===== src/sv/strict_priority_multi_fifo_core_assert.svh =====
// Assertion macros shared by the strict priority queue design.
`ifndef STRICT_PRIORITY_MULTI_FIFO_CORE_ASSERT_SVH
`define STRICT_PRIORITY_MULTI_FIFO_CORE_ASSERT_SVH

// Same-cycle implication, sampled on clk and disabled during reset.
`define SPMF_ASSERT_NOW(label, ante, cons, msg) \
	label: assert property (@(posedge clk) disable iff (!arst_n) (ante) |-> (cons)) \
		else $error(msg);

// Next-cycle implication, sampled on clk and disabled during reset.
`define SPMF_ASSERT_NEXT(label, ante, cons, msg) \
	label: assert property (@(posedge clk) disable iff (!arst_n) (ante) |=> (cons)) \
		else $error(msg);

`endif


===== src/sv/spmf_pkg.sv =====
// Shared types, constants and codes of the strict priority queue.
package spmf_pkg;

	// Default sizes of the queue store.
	localparam int LEVELS_DEF      = 5;
	localparam int LEVEL_DEPTH_DEF = 16;
	localparam int HANDLE_BITS_DEF = 16;

	// Fixed field widths of the stream items.
	localparam int PRIO_W     = 8;
	localparam int PAYLOAD_W  = 16;
	localparam int STATUS_W   = 3;
	localparam int OUT_PRIO_W = 3;
	localparam int S_TDATA_W  = 24;
	localparam int M_TDATA_W  = 24;

	// Action codes of an input item.
	localparam logic ACT_PUSH = 1'b0;
	localparam logic ACT_POP  = 1'b1;

	// Result status codes.
	typedef enum logic [STATUS_W-1:0] {
		ST_PUSHED   = 3'd0,
		ST_BAD_PRIO = 3'd1,
		ST_FULL     = 3'd2,
		ST_POPPED   = 3'd3,
		ST_EMPTY    = 3'd4
	} status_t;

	// Controller states.
	typedef enum logic [1:0] {
		S_IDLE,
		S_EXEC,
		S_READ
	} state_t;

	// Commands from the controller to the datapath.
	typedef struct packed {
		logic take;     // capture the accepted item
		logic exec;     // commit the item to the queue state
		logic fin_pop;  // load the popped entry into the output register
	} cmd_t;

	// Status from the datapath to the controller.
	typedef struct packed {
		logic pop_hit;  // held item is a pop that finds an entry
		logic out_free; // output register can take a result this cycle
	} sts_t;

endpackage


===== src/sv/spmf_ram.sv =====
// Generic memory with one write port and one registered read port.
module spmf_ram #(
	parameter int WIDTH = 16,
	parameter int DEPTH = 80
) (
	input  logic                     clk,
	input  logic                     we,
	input  logic [$clog2(DEPTH)-1:0] waddr,
	input  logic [WIDTH-1:0]         wdata,
	input  logic                     re,
	input  logic [$clog2(DEPTH)-1:0] raddr,
	output logic [WIDTH-1:0]         rdata
);

	logic [WIDTH-1:0] mem_q [DEPTH];
	logic [WIDTH-1:0] rdata_q;

	// Write port and registered read port.
	always_ff @(posedge clk) begin
		if (we) begin
			mem_q[waddr] <= wdata;
		end
		if (re) begin
			rdata_q <= mem_q[raddr];
		end
	end

	assign rdata = rdata_q;

endmodule


===== src/sv/spmf_ctrl.sv =====
// Controller state machine that sequences one queue operation at a time.
module spmf_ctrl (
	input  logic           clk,
	input  logic           arst_n,
	input  logic           in_valid,
	output logic           in_ready,
	input  spmf_pkg::sts_t sts,
	output spmf_pkg::cmd_t cmd
);
	import spmf_pkg::*;

	state_t state_q;
	state_t state_d;

	// State register.
	always_ff @(posedge clk or negedge arst_n) begin
		if (!arst_n) begin
			state_q <= S_IDLE;
		end else begin
			state_q <= state_d;
		end
	end

	// Next state and commands.
	always_comb begin
		state_d     = state_q;
		in_ready    = 1'b0;
		cmd.take    = 1'b0;
		cmd.exec    = 1'b0;
		cmd.fin_pop = 1'b0;
		case (state_q)
			S_IDLE: begin
				in_ready = 1'b1;
				if (in_valid) begin
					cmd.take = 1'b1;
					state_d  = S_EXEC;
				end
			end
			S_EXEC: begin
				// Commit only once the result has somewhere to go.
				if (sts.out_free) begin
					cmd.exec = 1'b1;
					state_d  = sts.pop_hit ? S_READ : S_IDLE;
				end
			end
			S_READ: begin
				cmd.fin_pop = 1'b1;
				state_d     = S_IDLE;
			end
			default: begin
				state_d = S_IDLE;
			end
		endcase
	end

endmodule


===== src/sv/spmf_dpath.sv =====
// Datapath: level pointers and counts, entry store and output register.
module spmf_dpath #(
	parameter int LEVELS      = spmf_pkg::LEVELS_DEF,
	parameter int LEVEL_DEPTH = spmf_pkg::LEVEL_DEPTH_DEF,
	parameter int HANDLE_BITS = spmf_pkg::HANDLE_BITS_DEF
) (
	input  logic                             clk,
	input  logic                             arst_n,
	input  spmf_pkg::cmd_t                   cmd,
	output spmf_pkg::sts_t                   sts,
	input  logic                             in_action,
	input  logic [spmf_pkg::PRIO_W-1:0]      in_prio,
	input  logic [spmf_pkg::PAYLOAD_W-1:0]   in_payload,
	output logic                             out_valid,
	input  logic                             out_ready,
	output spmf_pkg::status_t                out_status,
	output logic [spmf_pkg::OUT_PRIO_W-1:0]  out_prio,
	output logic [spmf_pkg::PAYLOAD_W-1:0]   out_payload
);
	import spmf_pkg::*;

	localparam int LW    = $clog2(LEVELS);
	localparam int IW    = $clog2(LEVEL_DEPTH);
	localparam int CW    = $clog2(LEVEL_DEPTH + 1);
	localparam int DEPTH = LEVELS * LEVEL_DEPTH;
	localparam int AW    = $clog2(DEPTH);
	localparam int CB    = (HANDLE_BITS < PAYLOAD_W) ? HANDLE_BITS : PAYLOAD_W;

	// Held item.
	logic                   act_q;
	logic [PRIO_W-1:0]      prio_q;
	logic [HANDLE_BITS-1:0] pay_q;

	// Per-level ring pointers and fill counts.
	logic [IW-1:0] head_q [LEVELS];
	logic [IW-1:0] tail_q [LEVELS];
	logic [CW-1:0] cnt_q  [LEVELS];

	// Output register.
	logic                  out_valid_q;
	status_t               out_status_q;
	logic [OUT_PRIO_W-1:0] out_prio_q;
	logic [PAYLOAD_W-1:0]  out_pay_q;
	logic [LW-1:0]         pop_lv_q;

	logic                   is_pop;
	logic                   prio_ok;
	logic [PRIO_W-1:0]      prio_m1;
	logic [LW-1:0]          push_lv;
	logic                   lvl_full;
	logic                   push_ok;
	logic                   pop_found;
	logic [LW-1:0]          pop_lv;
	status_t                res_status;
	logic                   load_res;
	logic                   ram_we;
	logic                   ram_re;
	logic [AW-1:0]          ram_waddr;
	logic [AW-1:0]          ram_raddr;
	logic [HANDLE_BITS-1:0] ram_rdata;

	function automatic logic [IW-1:0] next_slot(input logic [IW-1:0] s);
		next_slot = (s == IW'(LEVEL_DEPTH - 1)) ? '0 : s + IW'(1);
	endfunction

	// Capture the accepted item.
	always_ff @(posedge clk) begin
		if (cmd.take) begin
			act_q  <= in_action;
			prio_q <= in_prio;
			pay_q  <= HANDLE_BITS'(in_payload[CB-1:0]);
		end
	end

	// Most urgent non-empty level: lowest index wins.
	always_comb begin
		pop_found = 1'b0;
		pop_lv    = '0;
		for (int i = LEVELS - 1; i >= 0; i--) begin
			if (cnt_q[i] != '0) begin
				pop_found = 1'b1;
				pop_lv    = LW'(i);
			end
		end
	end

	// Push checks and result code.
	assign is_pop   = (act_q == ACT_POP);
	assign prio_ok  = (prio_q >= PRIO_W'(1)) && (prio_q <= PRIO_W'(LEVELS));
	assign prio_m1  = prio_q - PRIO_W'(1);
	assign push_lv  = prio_m1[LW-1:0];
	assign lvl_full = (cnt_q[push_lv] == CW'(LEVEL_DEPTH));
	assign push_ok  = !is_pop && prio_ok && !lvl_full;

	always_comb begin
		if (is_pop) begin
			res_status = pop_found ? ST_POPPED : ST_EMPTY;
		end else if (!prio_ok) begin
			res_status = ST_BAD_PRIO;
		end else if (lvl_full) begin
			res_status = ST_FULL;
		end else begin
			res_status = ST_PUSHED;
		end
	end

	assign sts.pop_hit  = is_pop && pop_found;
	assign sts.out_free = !out_valid_q || out_ready;

	// Store accesses: each level owns a block of LEVEL_DEPTH entries.
	assign ram_we    = cmd.exec && push_ok;
	assign ram_re    = cmd.exec && sts.pop_hit;
	assign ram_waddr = AW'(AW'(push_lv) * AW'(LEVEL_DEPTH) + AW'(tail_q[push_lv]));
	assign ram_raddr = AW'(AW'(pop_lv) * AW'(LEVEL_DEPTH) + AW'(head_q[pop_lv]));

	spmf_ram #(
		.WIDTH (HANDLE_BITS),
		.DEPTH (DEPTH)
	) u_store (
		.clk   (clk),
		.we    (ram_we),
		.waddr (ram_waddr),
		.wdata (pay_q),
		.re    (ram_re),
		.raddr (ram_raddr),
		.rdata (ram_rdata)
	);

	// Pointer and count update on commit.
	always_ff @(posedge clk or negedge arst_n) begin
		if (!arst_n) begin
			for (int i = 0; i < LEVELS; i++) begin
				head_q[i] <= '0;
				tail_q[i] <= '0;
				cnt_q[i]  <= '0;
			end
		end else begin
			for (int i = 0; i < LEVELS; i++) begin
				if (ram_we && push_lv == LW'(i)) begin
					tail_q[i] <= next_slot(tail_q[i]);
					cnt_q[i]  <= cnt_q[i] + CW'(1);
				end
				if (ram_re && pop_lv == LW'(i)) begin
					head_q[i] <= next_slot(head_q[i]);
					cnt_q[i]  <= cnt_q[i] - CW'(1);
				end
			end
		end
	end

	// Output valid flag.
	assign load_res = cmd.exec && !sts.pop_hit;

	always_ff @(posedge clk or negedge arst_n) begin
		if (!arst_n) begin
			out_valid_q <= 1'b0;
		end else if (load_res || cmd.fin_pop) begin
			out_valid_q <= 1'b1;
		end else if (out_ready) begin
			out_valid_q <= 1'b0;
		end
	end

	// Output fields: direct results now, popped entries after the store read.
	always_ff @(posedge clk) begin
		if (cmd.exec) begin
			pop_lv_q <= pop_lv;
		end
		if (load_res) begin
			out_status_q <= res_status;
			out_prio_q   <= '0;
			out_pay_q    <= '0;
		end else if (cmd.fin_pop) begin
			out_status_q <= ST_POPPED;
			out_prio_q   <= OUT_PRIO_W'({1'b0, pop_lv_q} + (LW + 1)'(1));
			out_pay_q    <= PAYLOAD_W'(ram_rdata[CB-1:0]);
		end
	end

	assign out_valid   = out_valid_q;
	assign out_status  = out_status_q;
	assign out_prio    = out_prio_q;
	assign out_payload = out_pay_q;

endmodule


===== src/sv/strict_priority_multi_fifo_core.sv =====
// Strict priority queue: one ring per level, most urgent non-empty level popped first.
// A push, refused push or empty pop is held, then loaded into the output register;
// a pop that finds an entry passes through the registered read of the entry store as well.
// The input takes no new item until the last one has reached the output register,
// and it stays closed longer while the output stalls.
// Reset (arst_n low) empties every level at once; the entry store itself is not cleared.
`include "strict_priority_multi_fifo_core_assert.svh"

module strict_priority_multi_fifo_core #(
	parameter int LEVELS      = spmf_pkg::LEVELS_DEF,
	parameter int LEVEL_DEPTH = spmf_pkg::LEVEL_DEPTH_DEF,
	parameter int HANDLE_BITS = spmf_pkg::HANDLE_BITS_DEF
) (
	input  logic                           clk,
	input  logic                           arst_n,
	input  logic                           s_tvalid,
	output logic                           s_tready,
	// priority_req [7:0], payload [23:8]
	input  logic [spmf_pkg::S_TDATA_W-1:0] s_tdata,
	// action [0]
	input  logic [0:0]                     s_tuser,
	output logic                           m_tvalid,
	input  logic                           m_tready,
	// out_priority [2:0], out_payload [18:3], zeros [23:19]
	output logic [spmf_pkg::M_TDATA_W-1:0] m_tdata,
	// status [2:0]
	output logic [spmf_pkg::STATUS_W-1:0]  m_tuser
);
	import spmf_pkg::*;

	localparam int M_PAD_W = M_TDATA_W - OUT_PRIO_W - PAYLOAD_W;

	cmd_t                  cmd;
	sts_t                  sts;
	status_t               out_status;
	logic [OUT_PRIO_W-1:0] out_prio;
	logic [PAYLOAD_W-1:0]  out_payload;

	// Controller.
	spmf_ctrl u_ctrl (
		.clk      (clk),
		.arst_n   (arst_n),
		.in_valid (s_tvalid),
		.in_ready (s_tready),
		.sts      (sts),
		.cmd      (cmd)
	);

	// Datapath.
	spmf_dpath #(
		.LEVELS      (LEVELS),
		.LEVEL_DEPTH (LEVEL_DEPTH),
		.HANDLE_BITS (HANDLE_BITS)
	) u_dpath (
		.clk         (clk),
		.arst_n      (arst_n),
		.cmd         (cmd),
		.sts         (sts),
		.in_action   (s_tuser[0]),
		.in_prio     (s_tdata[PRIO_W-1:0]),
		.in_payload  (s_tdata[PRIO_W+PAYLOAD_W-1:PRIO_W]),
		.out_valid   (m_tvalid),
		.out_ready   (m_tready),
		.out_status  (out_status),
		.out_prio    (out_prio),
		.out_payload (out_payload)
	);

	// Pack the result transfer.
	assign m_tdata = {{M_PAD_W{1'b0}}, out_payload, out_prio};
	assign m_tuser = out_status;

	// An accepted item keeps the input closed while it is processed.
	`SPMF_ASSERT_NEXT(a_busy_after_take, s_tvalid && s_tready, !s_tready, "input open after transfer")
	// The popped entry is loaded only right after a committed pop that found one.
	`SPMF_ASSERT_NOW(a_fin_after_pop, cmd.fin_pop, $past(cmd.exec && sts.pop_hit), "stray pop finish")
	// No result is ever loaded over one still waiting.
	`SPMF_ASSERT_NOW(a_no_overwrite, (cmd.exec && !sts.pop_hit) || cmd.fin_pop, sts.out_free, "result overwritten")

endmodule


===== config.mk =====
export PLATFORM = sky130hd
export DESIGN_NAME = strict_priority_multi_fifo_core
export DESIGN_NICKNAME = d
export VERILOG_FILES = /design/src/sv/spmf_pkg.sv /design/src/sv/spmf_ram.sv /design/src/sv/spmf_ctrl.sv /design/src/sv/spmf_dpath.sv /design/src/sv/strict_priority_multi_fifo_core.sv
export VERILOG_INCLUDE_DIRS = /design/src /design/src/sv
export SDC_FILE = /design/constraint.sdc
export NUM_CORES = 2
export LEC_CHECK = 0
export BUFFER_PORTS_ARGS = -buffer_cell sky130_fd_sc_hd__buf_2
export CAP_MARGIN = 20
export CELL_PAD_IN_SITES_DETAIL_PLACEMENT = 0
export CELL_PAD_IN_SITES_GLOBAL_PLACEMENT = 1
export CORE_ASPECT_RATIO = 1.1
export CORE_UTILIZATION = 53
export DETAILED_ROUTE_END_ITERATION = 12
export PLACE_DENSITY = 0.88
export SYNTH_ARGS = -nofsm -noshare
export SYNTH_HDL_FRONTEND = slang
export SYNTH_SLANG_ARGS = --single-unit

===== constraint.sdc =====
create_clock -name clk -period 10.95 [get_ports clk]
set_clock_uncertainty 0.1 [all_clocks]
set_input_delay 1.095 -clock clk [delete_from_list [all_inputs] [get_ports clk]]
set_output_delay 1.095 -clock clk [all_outputs]
set_load 0.05 [all_outputs]

# --- Yosys cells after proc, flatten, opt, wreduce, memory -nomap -nowiden ---
# Memory sizes are Yosys's and may differ from the RTL's. A register that Yosys moved wholly into a read port is not among the register bits.
# Cells that the tools add are included.
classes:
  add_sub_neg: 24
  n_mul: 0
  order_cmp: 4
  shifts: 0
  bitwise_logic: 2
  n_div: 0
  n_eq_ne: 23
  mux: 59
  reduce_logical: 39
op_table:
  columns: ["op", "n"]
  rows:
  - ["$mux 5", 12]
  - ["$mux 4", 14]
  - ["$add 4x1->4 const B", 10]
  - ["$eq 4x4->1 const B", 10]
  - ["$mux 3", 10]
  - ["$add 5x1->5 const B", 5]
  - ["$reduce_bool 5->1", 5]
  - ["$sub 5x1->5 const B", 5]
  - ["$bmux 4 s3", 2]
  - ["$logic_and 1x1->1", 17]
  - ["$bmux 5 s3", 1]
  - ["$mux 1", 15]
  - ["$add 7x4->7", 2]
  - ["$reduce_bool 2->1", 7]
  - ["$eq 3x2->1 const B", 4]
  - ["$ge 4x4->1 const B", 2]
  - ["$ge 8x1->1 const B", 1]
  - ["$le 8x3->1 const B", 1]
  - ["$mux 2", 4]
  - ["$not 3->4", 2]
  - ["$eq 3x1->1 const B", 2]
  - ["$eq 3x3->1 const B", 2]
  - ["$logic_not 3->1", 2]
  - ["$eq 5x5->1 const B", 1]
  - ["other kinds (10)", 15]
word_totals:
  out_inout_bits: 29
  memories: 1
  latch_bits: 0
  ff_bits: 118
  romBits: 0
  ram_bits: 1280
  inputBits: 29
memory_table:
  columns: ["memory", "depth", "width", "read_ports", "rd_clocked_by_memory_dff", "write_ports", "line_no", "source"]
  rows:
  - ["u_dpath.u_store.mem_q", 80, 16, 1, 1, 1, "spmf_ram.sv:15", "logic [WIDTH-1:0] mem_q [DEPTH];"]

# --- Depth between registers and ports, before layout ---
depth:
  depth_word: 12
  mapped_depth: 15

# --- Cells and area by module ---
# A second synthesis with hierarchy kept.
hier_totals:
  cells_unflattened: 2925
  area_unflattened_um2: 56141.3
by_module_without_submodules:
  columns: ["module", "cells_each", "area_each_um2", "seq_area_each_um2", "instances"]
  rows:
  - ["spmf_ram", 2392, 49998.0, 38917.3, 1]
  - ["spmf_dpath", 518, 6007.0, 2962.8, 1]
  - ["spmf_ctrl", 9, 95.1, 50.0, 1]
  - ["strict_priority_multi_fifo_core", 6, 41.3, 0.0, 1]

# --- Least setup slack after synthesis ---
# No wires, ideal clock.
synth_path:
  path_type: "input port to flip-flop"
  startpoint: "input m_tready"
  endpoint: "register u_dpath.cnt_q[9] in the netlist's numbering"
  setup_slack_ps: 7005
  cell_stages: 11
  setup_ps: 79
  required_ps: 10771
  t_arrival_ps: 3765
  cell_sequence: "nor2b_1 nor3b_1 nand3_1 inv_1 nand2_1 inv_1 ha_1 a21o_1 a21oi_1 mux2i_1 xor2_1"
synth_rtl:
  columns: ["element", "line_no", "source"]
  rows:
  - ["start, declared", "strict_priority_multi_fifo_core.sv:23", "input logic m_tready,"]
  - ["end signal, assigned by index", "spmf_dpath.sv:141", "cnt_q[i] <= cnt_q[i] + CW'(1);"]
  - ["end signal, assigned by index", "spmf_dpath.sv:145", "cnt_q[i] <= cnt_q[i] - CW'(1);"]
  - ["end, declared", "spmf_dpath.sv:37", "logic [CW-1:0] cnt_q [LEVELS];"]

# --- Worst setup path after layout ---
layout_path:
  startpoint: "register u_dpath.cnt_q[11] in the netlist's numbering"
  endpoint: "register u_dpath.u_store.rdata_q[13], in the netlist u_dpath.u_store.rdata[13], read port of u_dpath.u_store.mem_q, data pin"
layout_via:
  elab_chain_len: 9
  elab_cells_between_ends: 14
layout_lines:
  columns: ["element", "line_no", "source"]
  rows:
  - ["$reduce_bool 5->1 (*)", "spmf_dpath.sv:80", "if (cnt_q[i] != '0) begin"]
  - ["$mux 3 (3 in series)", "spmf_dpath.sv:80", null]
  - ["$not 3->4 (implied by the code)", "spmf_dpath.sv:114", "assign ram_raddr = AW'(AW'(pop_lv) * AW'(LEVEL_DEPTH) + AW'(head_q[pop_lv]));"]
  - ["$bmux 4 s3", "spmf_dpath.sv:114", null]
  - ["$mux 4 (implied by the code) (2 in series)", "spmf_dpath.sv:114", null]
  - ["$add 7x4->7", "spmf_dpath.sv:114", null]
  - ["end, declared", "spmf_ram.sv:16", "logic [WIDTH-1:0] rdata_q;"]
# Every way passes the cells marked *; elsewhere a longest branch is shown, timed or not. The select of a mux whose other input is x is not followed.
# A chain may end at the register's enable or synchronous reset.

==> impl_metrics.tcl <==
set metrics [dict create \
    overflow 0 \
    hold_buffers 0 \
    drv_cap 0 \
    r2r_setup_slack_ns 4.20 \
    die_y_um 346 \
    vdd_ir_drop_max_uv 250 \
    r2r_start "u_dpath.cnt_q[11]" \
    cp.required_ns 11.31 \
    first_iter_violations 6126 \
    place_congestion 0.957 \
    synth_top_area_share_pct 70.0 \
    clk_pin_slew_worst_paths_ns 0.06 \
    nets 4163 \
    cts_inserted_buffers 136 \
    worstMarginPinSlew_ns 1.35 \
    drive_gt1_share_pct 11.5 \
    die_x_um 315 \
    crit_path_max_incr_delay_ns 0.83 \
    start_util_pct 53.7 \
    status "complete, no violations" \
    maxSlewViolCount 0 \
    seq_area_frac_synth_pct 73.6 \
    hold_viol_final 0 \
    avgRoutedWirePerCell_um 29.8 \
    path_cells "or4_4 -> nor4_4 -> nand3_2 -> inv_2 -> nand2_2 -> nand2_8 -> buf_4 -> mux2i_1 -> o31ai_1 -> or4_1 -> nor4b_1 -> a31oi_1" \
    rr_endpoint "u_dpath.u_store.rdata[13]" \
    remaining_drc_errors 0 \
    crit_cells 12 \
    vias 37100 \
    yosys-top-cells-area "edfxtp_1 (70%), nand2_1 (5.5%), dfrtp_1 (3.0%), nand3_1 (2.1%), mux2i_1 (1.5%)" \
    grt_pass1_wl_mm 239 \
    groute.usage.overall_pct 30.4 \
    rows 125 \
    portBuffers 52 \
    syn_avg_cell_area_um2 14.3 \
    first_pass_iters 6 \
    rsz0062_at_grt "no" \
    fmax_ghz 0.148 \
    critical_path_arrival_ns 7.11 \
    core-area_um2 106000 \
    ant_nets 0 \
    leakage_uw 0.0215 \
    die_area_um2 109000 \
    clk_path_buf_depth 3 \
    synth_area_leader_cell "edfxtp_1" \
    post-cts-setup-buffer-count 0 \
    cts-root-buf "clkbuf_16" \
    cp_top_family "simple AND/OR/NAND/NOR gates" \
    synth_enable_flop_cells 1327 \
    syn_to_final_growth_pct 11.0 \
    dp_hpwl_mm 97.8 \
    r2r_cells 12 \
    cp-endpoint "u_dpath.u_store.rdata[13]" \
    period_share_pct 61.6 \
    crit_slowest_cell "inv_2" \
    yosys_most_used_dff "edfxtp_1" \
    critPathLaunchType "register" \
    hp-class "reg -> reg" \
    ios 58 \
    slew_headroom_pct 9.99 \
    ys_ff_latch 1414 \
    synthArstFlopShare_pct 4.81 \
    crit_fanout 71 \
    syn_inst 3993 \
    path_class "reg -> reg" \
    cts.sink_count 1414 \
    clkLatencyLatePin_ns 0.78 \
    htreeDepth 4 \
    fill_cells 7881 \
    crit_buf_inv 2 \
    fin_crit_ns 6.75 \
    yosysUniqueCellTypes 87 \
    finalSetupTns_ns 0 \
    grt_max_degree 144 \
    grt_pass1_vias 35000 \
    cts_resized 0 \
    routed_via_density 6.63 \
    cts_tree "yes" \
    crit_path_start "u_dpath.cnt_q[11]" \
    antenna_found_initial 4 \
    drt-total-wl_mm 166 \
    worstSetupEndpointType "register" \
    setup_viol 0 \
    yosysWarnings 0 \
    netlist_area_um2 56900 \
    powerDensity_nw_per_um2 259 \
    p_total_uw 16400 \
]
## state kept, by name, summed over array words and instances, names as in the netlist
name	flops
u_dpath.cnt_q	25
u_dpath.out_payload	16
u_dpath.prio_q	8
u_dpath.pay_q	16
u_dpath.act_q	1
u_dpath.out_status	3
u_dpath.out_prio	3
u_ctrl.state_q	2
u_dpath.u_store.mem_q	1280
u_dpath.head_q	20
u_dpath.u_store.rdata	16
u_dpath.tail_q	20
u_dpath.out_valid	1
u_dpath.pop_lv_q	3
## worst register-to-register path: stages (launching register included)
cell and delay (ns):
dfrtp_1 0.43, or4_4 0.58, nor4_4 0.47, nand3_2 0.73, inv_2 0.84, nand2_2 0.21
nand2_8 0.46, buf_4 0.81, mux2i_1 0.30, o31ai_1 0.07, or4_1 0.53, nor4b_1 0.77
a31oi_1 0.16
## routing by layer
layer  part of all wire (%)  vias up  GRT usage [%]
li1                       -    15500              -
met1                     35    18300           39.7
met2                     45     2710           45.3
met3                     13      538           8.20
met4                    7.0        0           18.9
met5                      0        -              0
## kinds of logic (layout without fill, tap and decap cells)
group | after synthesis | after routing | synth area share [%]
AOI/OAI and AO/OA | 661 | 661 | 8.41
buffers and inverters | 270 | 465 | 2.30
other | 1 | 6 | 0.00659
muxes | 144 | 144 | 3.25
adders and majority gates | 36 | 36 | 0.857
xor gates and xnor gates | 33 | 33 | 0.508
and+or+nand+nor | 1434 | 1434 | 11.0
DFF | 1414 | 1414 | 73.6
## metrics by stage
stage	area (µm²)	setup slack [ns]	hold WS, ns	instances	util [%]
2_1_floorplan	57000	7.01	0.340	3997	-
3_3_place_gp	59000	4.29	0.344	5356	55.7
3_5_place_dp	59100	4.47	0.351	5357	55.7
4_1_cts	63200	4.44	0.361	5589	59.6
5_1_grt	63200	4.13	0.381	5589	59.6
6_report	63200	4.20	0.357	5590	59.6
## layout by cell type, fill, tap and decap left out, drive strengths merged, types with 30 or more instances in the layout
| cell type | netlist | routed |
|---|---|---|
| and3 | 102 | 102 |
| nor2 | 137 | 137 |
| dfrtp | 68 | 68 |
| a21oi | 101 | 101 |
| a31oi | 91 | 91 |
| nand3 | 243 | 243 |
| ha | 31 | 31 |
| o21ai | 67 | 67 |
| inv | 23 | 30 |
| edfxtp | 1327 | 1327 |
| clkinv | 1 | 46 |
| a311oi | 79 | 79 |
| buf | 180 | 209 |
| clkbuf | 66 | 173 |
| a211oi | 103 | 103 |
| mux2i | 86 | 86 |
| nand4 | 41 | 41 |
| o22ai | 31 | 31 |
| nand2 | 845 | 845 |
## layout make-up
| type | count | area [µm²] | area share [%] |
|---|---|---|---|
| clock buffers | 173 | 3660 | 5.78 |
| inverters | 24 | 90.1 | 0.142 |
| clock inverters | 59 | 514 | 0.813 |
| diodes | 1 | 2.50 | 0.00396 |
| multi-input cells | 2313 | 13800 | 21.8 |
| flip-flops and latches | 1414 | 41900 | 66.3 |
| repair buffers | 209 | 1490 | 2.35 |
| well taps | 1397 | 1750 | 2.76 |
## cell usage after synthesis, types with 66 or more instances
| cell | count |
|---|---|
| buf_2 | 127 |
| dfrtp_1 | 68 |
| nand2_1 | 842 |
| edfxtp_1 | 1327 |
| nor2_1 | 135 |
| a211oi_1 | 101 |
| a31oi_1 | 91 |
| o21ai_0 | 66 |
| mux2i_1 | 86 |
| a21oi_1 | 100 |
| nand3_1 | 241 |
| a311oi_1 | 79 |
| and3_1 | 102 |
## where the power goes
group          total, µW  internal (µW)  switching [µW]
registers           6310           6200             112
clock network       4490           2470            2010
logic               5610           1510            4100
total              16400          10200            6230
## worst min-delay path by stage
stage	start	to	slack, ns	depth (start not counted)
6_report	u_dpath.out_payload[3]	u_dpath.out_payload[3]	0.36	2
5_1_grt	u_dpath.out_payload[10]	u_dpath.out_payload[10]	0.38	2
4_1_cts	u_dpath.out_payload[10]	u_dpath.out_payload[10]	0.36	2
3_5_place_dp	u_dpath.out_payload[3]	u_dpath.out_payload[3]	0.35	2
3_3_place_gp	u_dpath.out_payload[3]	u_dpath.out_payload[3]	0.34	2
2_1_floorplan	u_dpath.pop_lv_q[0]	u_dpath.out_prio[0]	0.34	1
(Power assumes the default switching activity.)
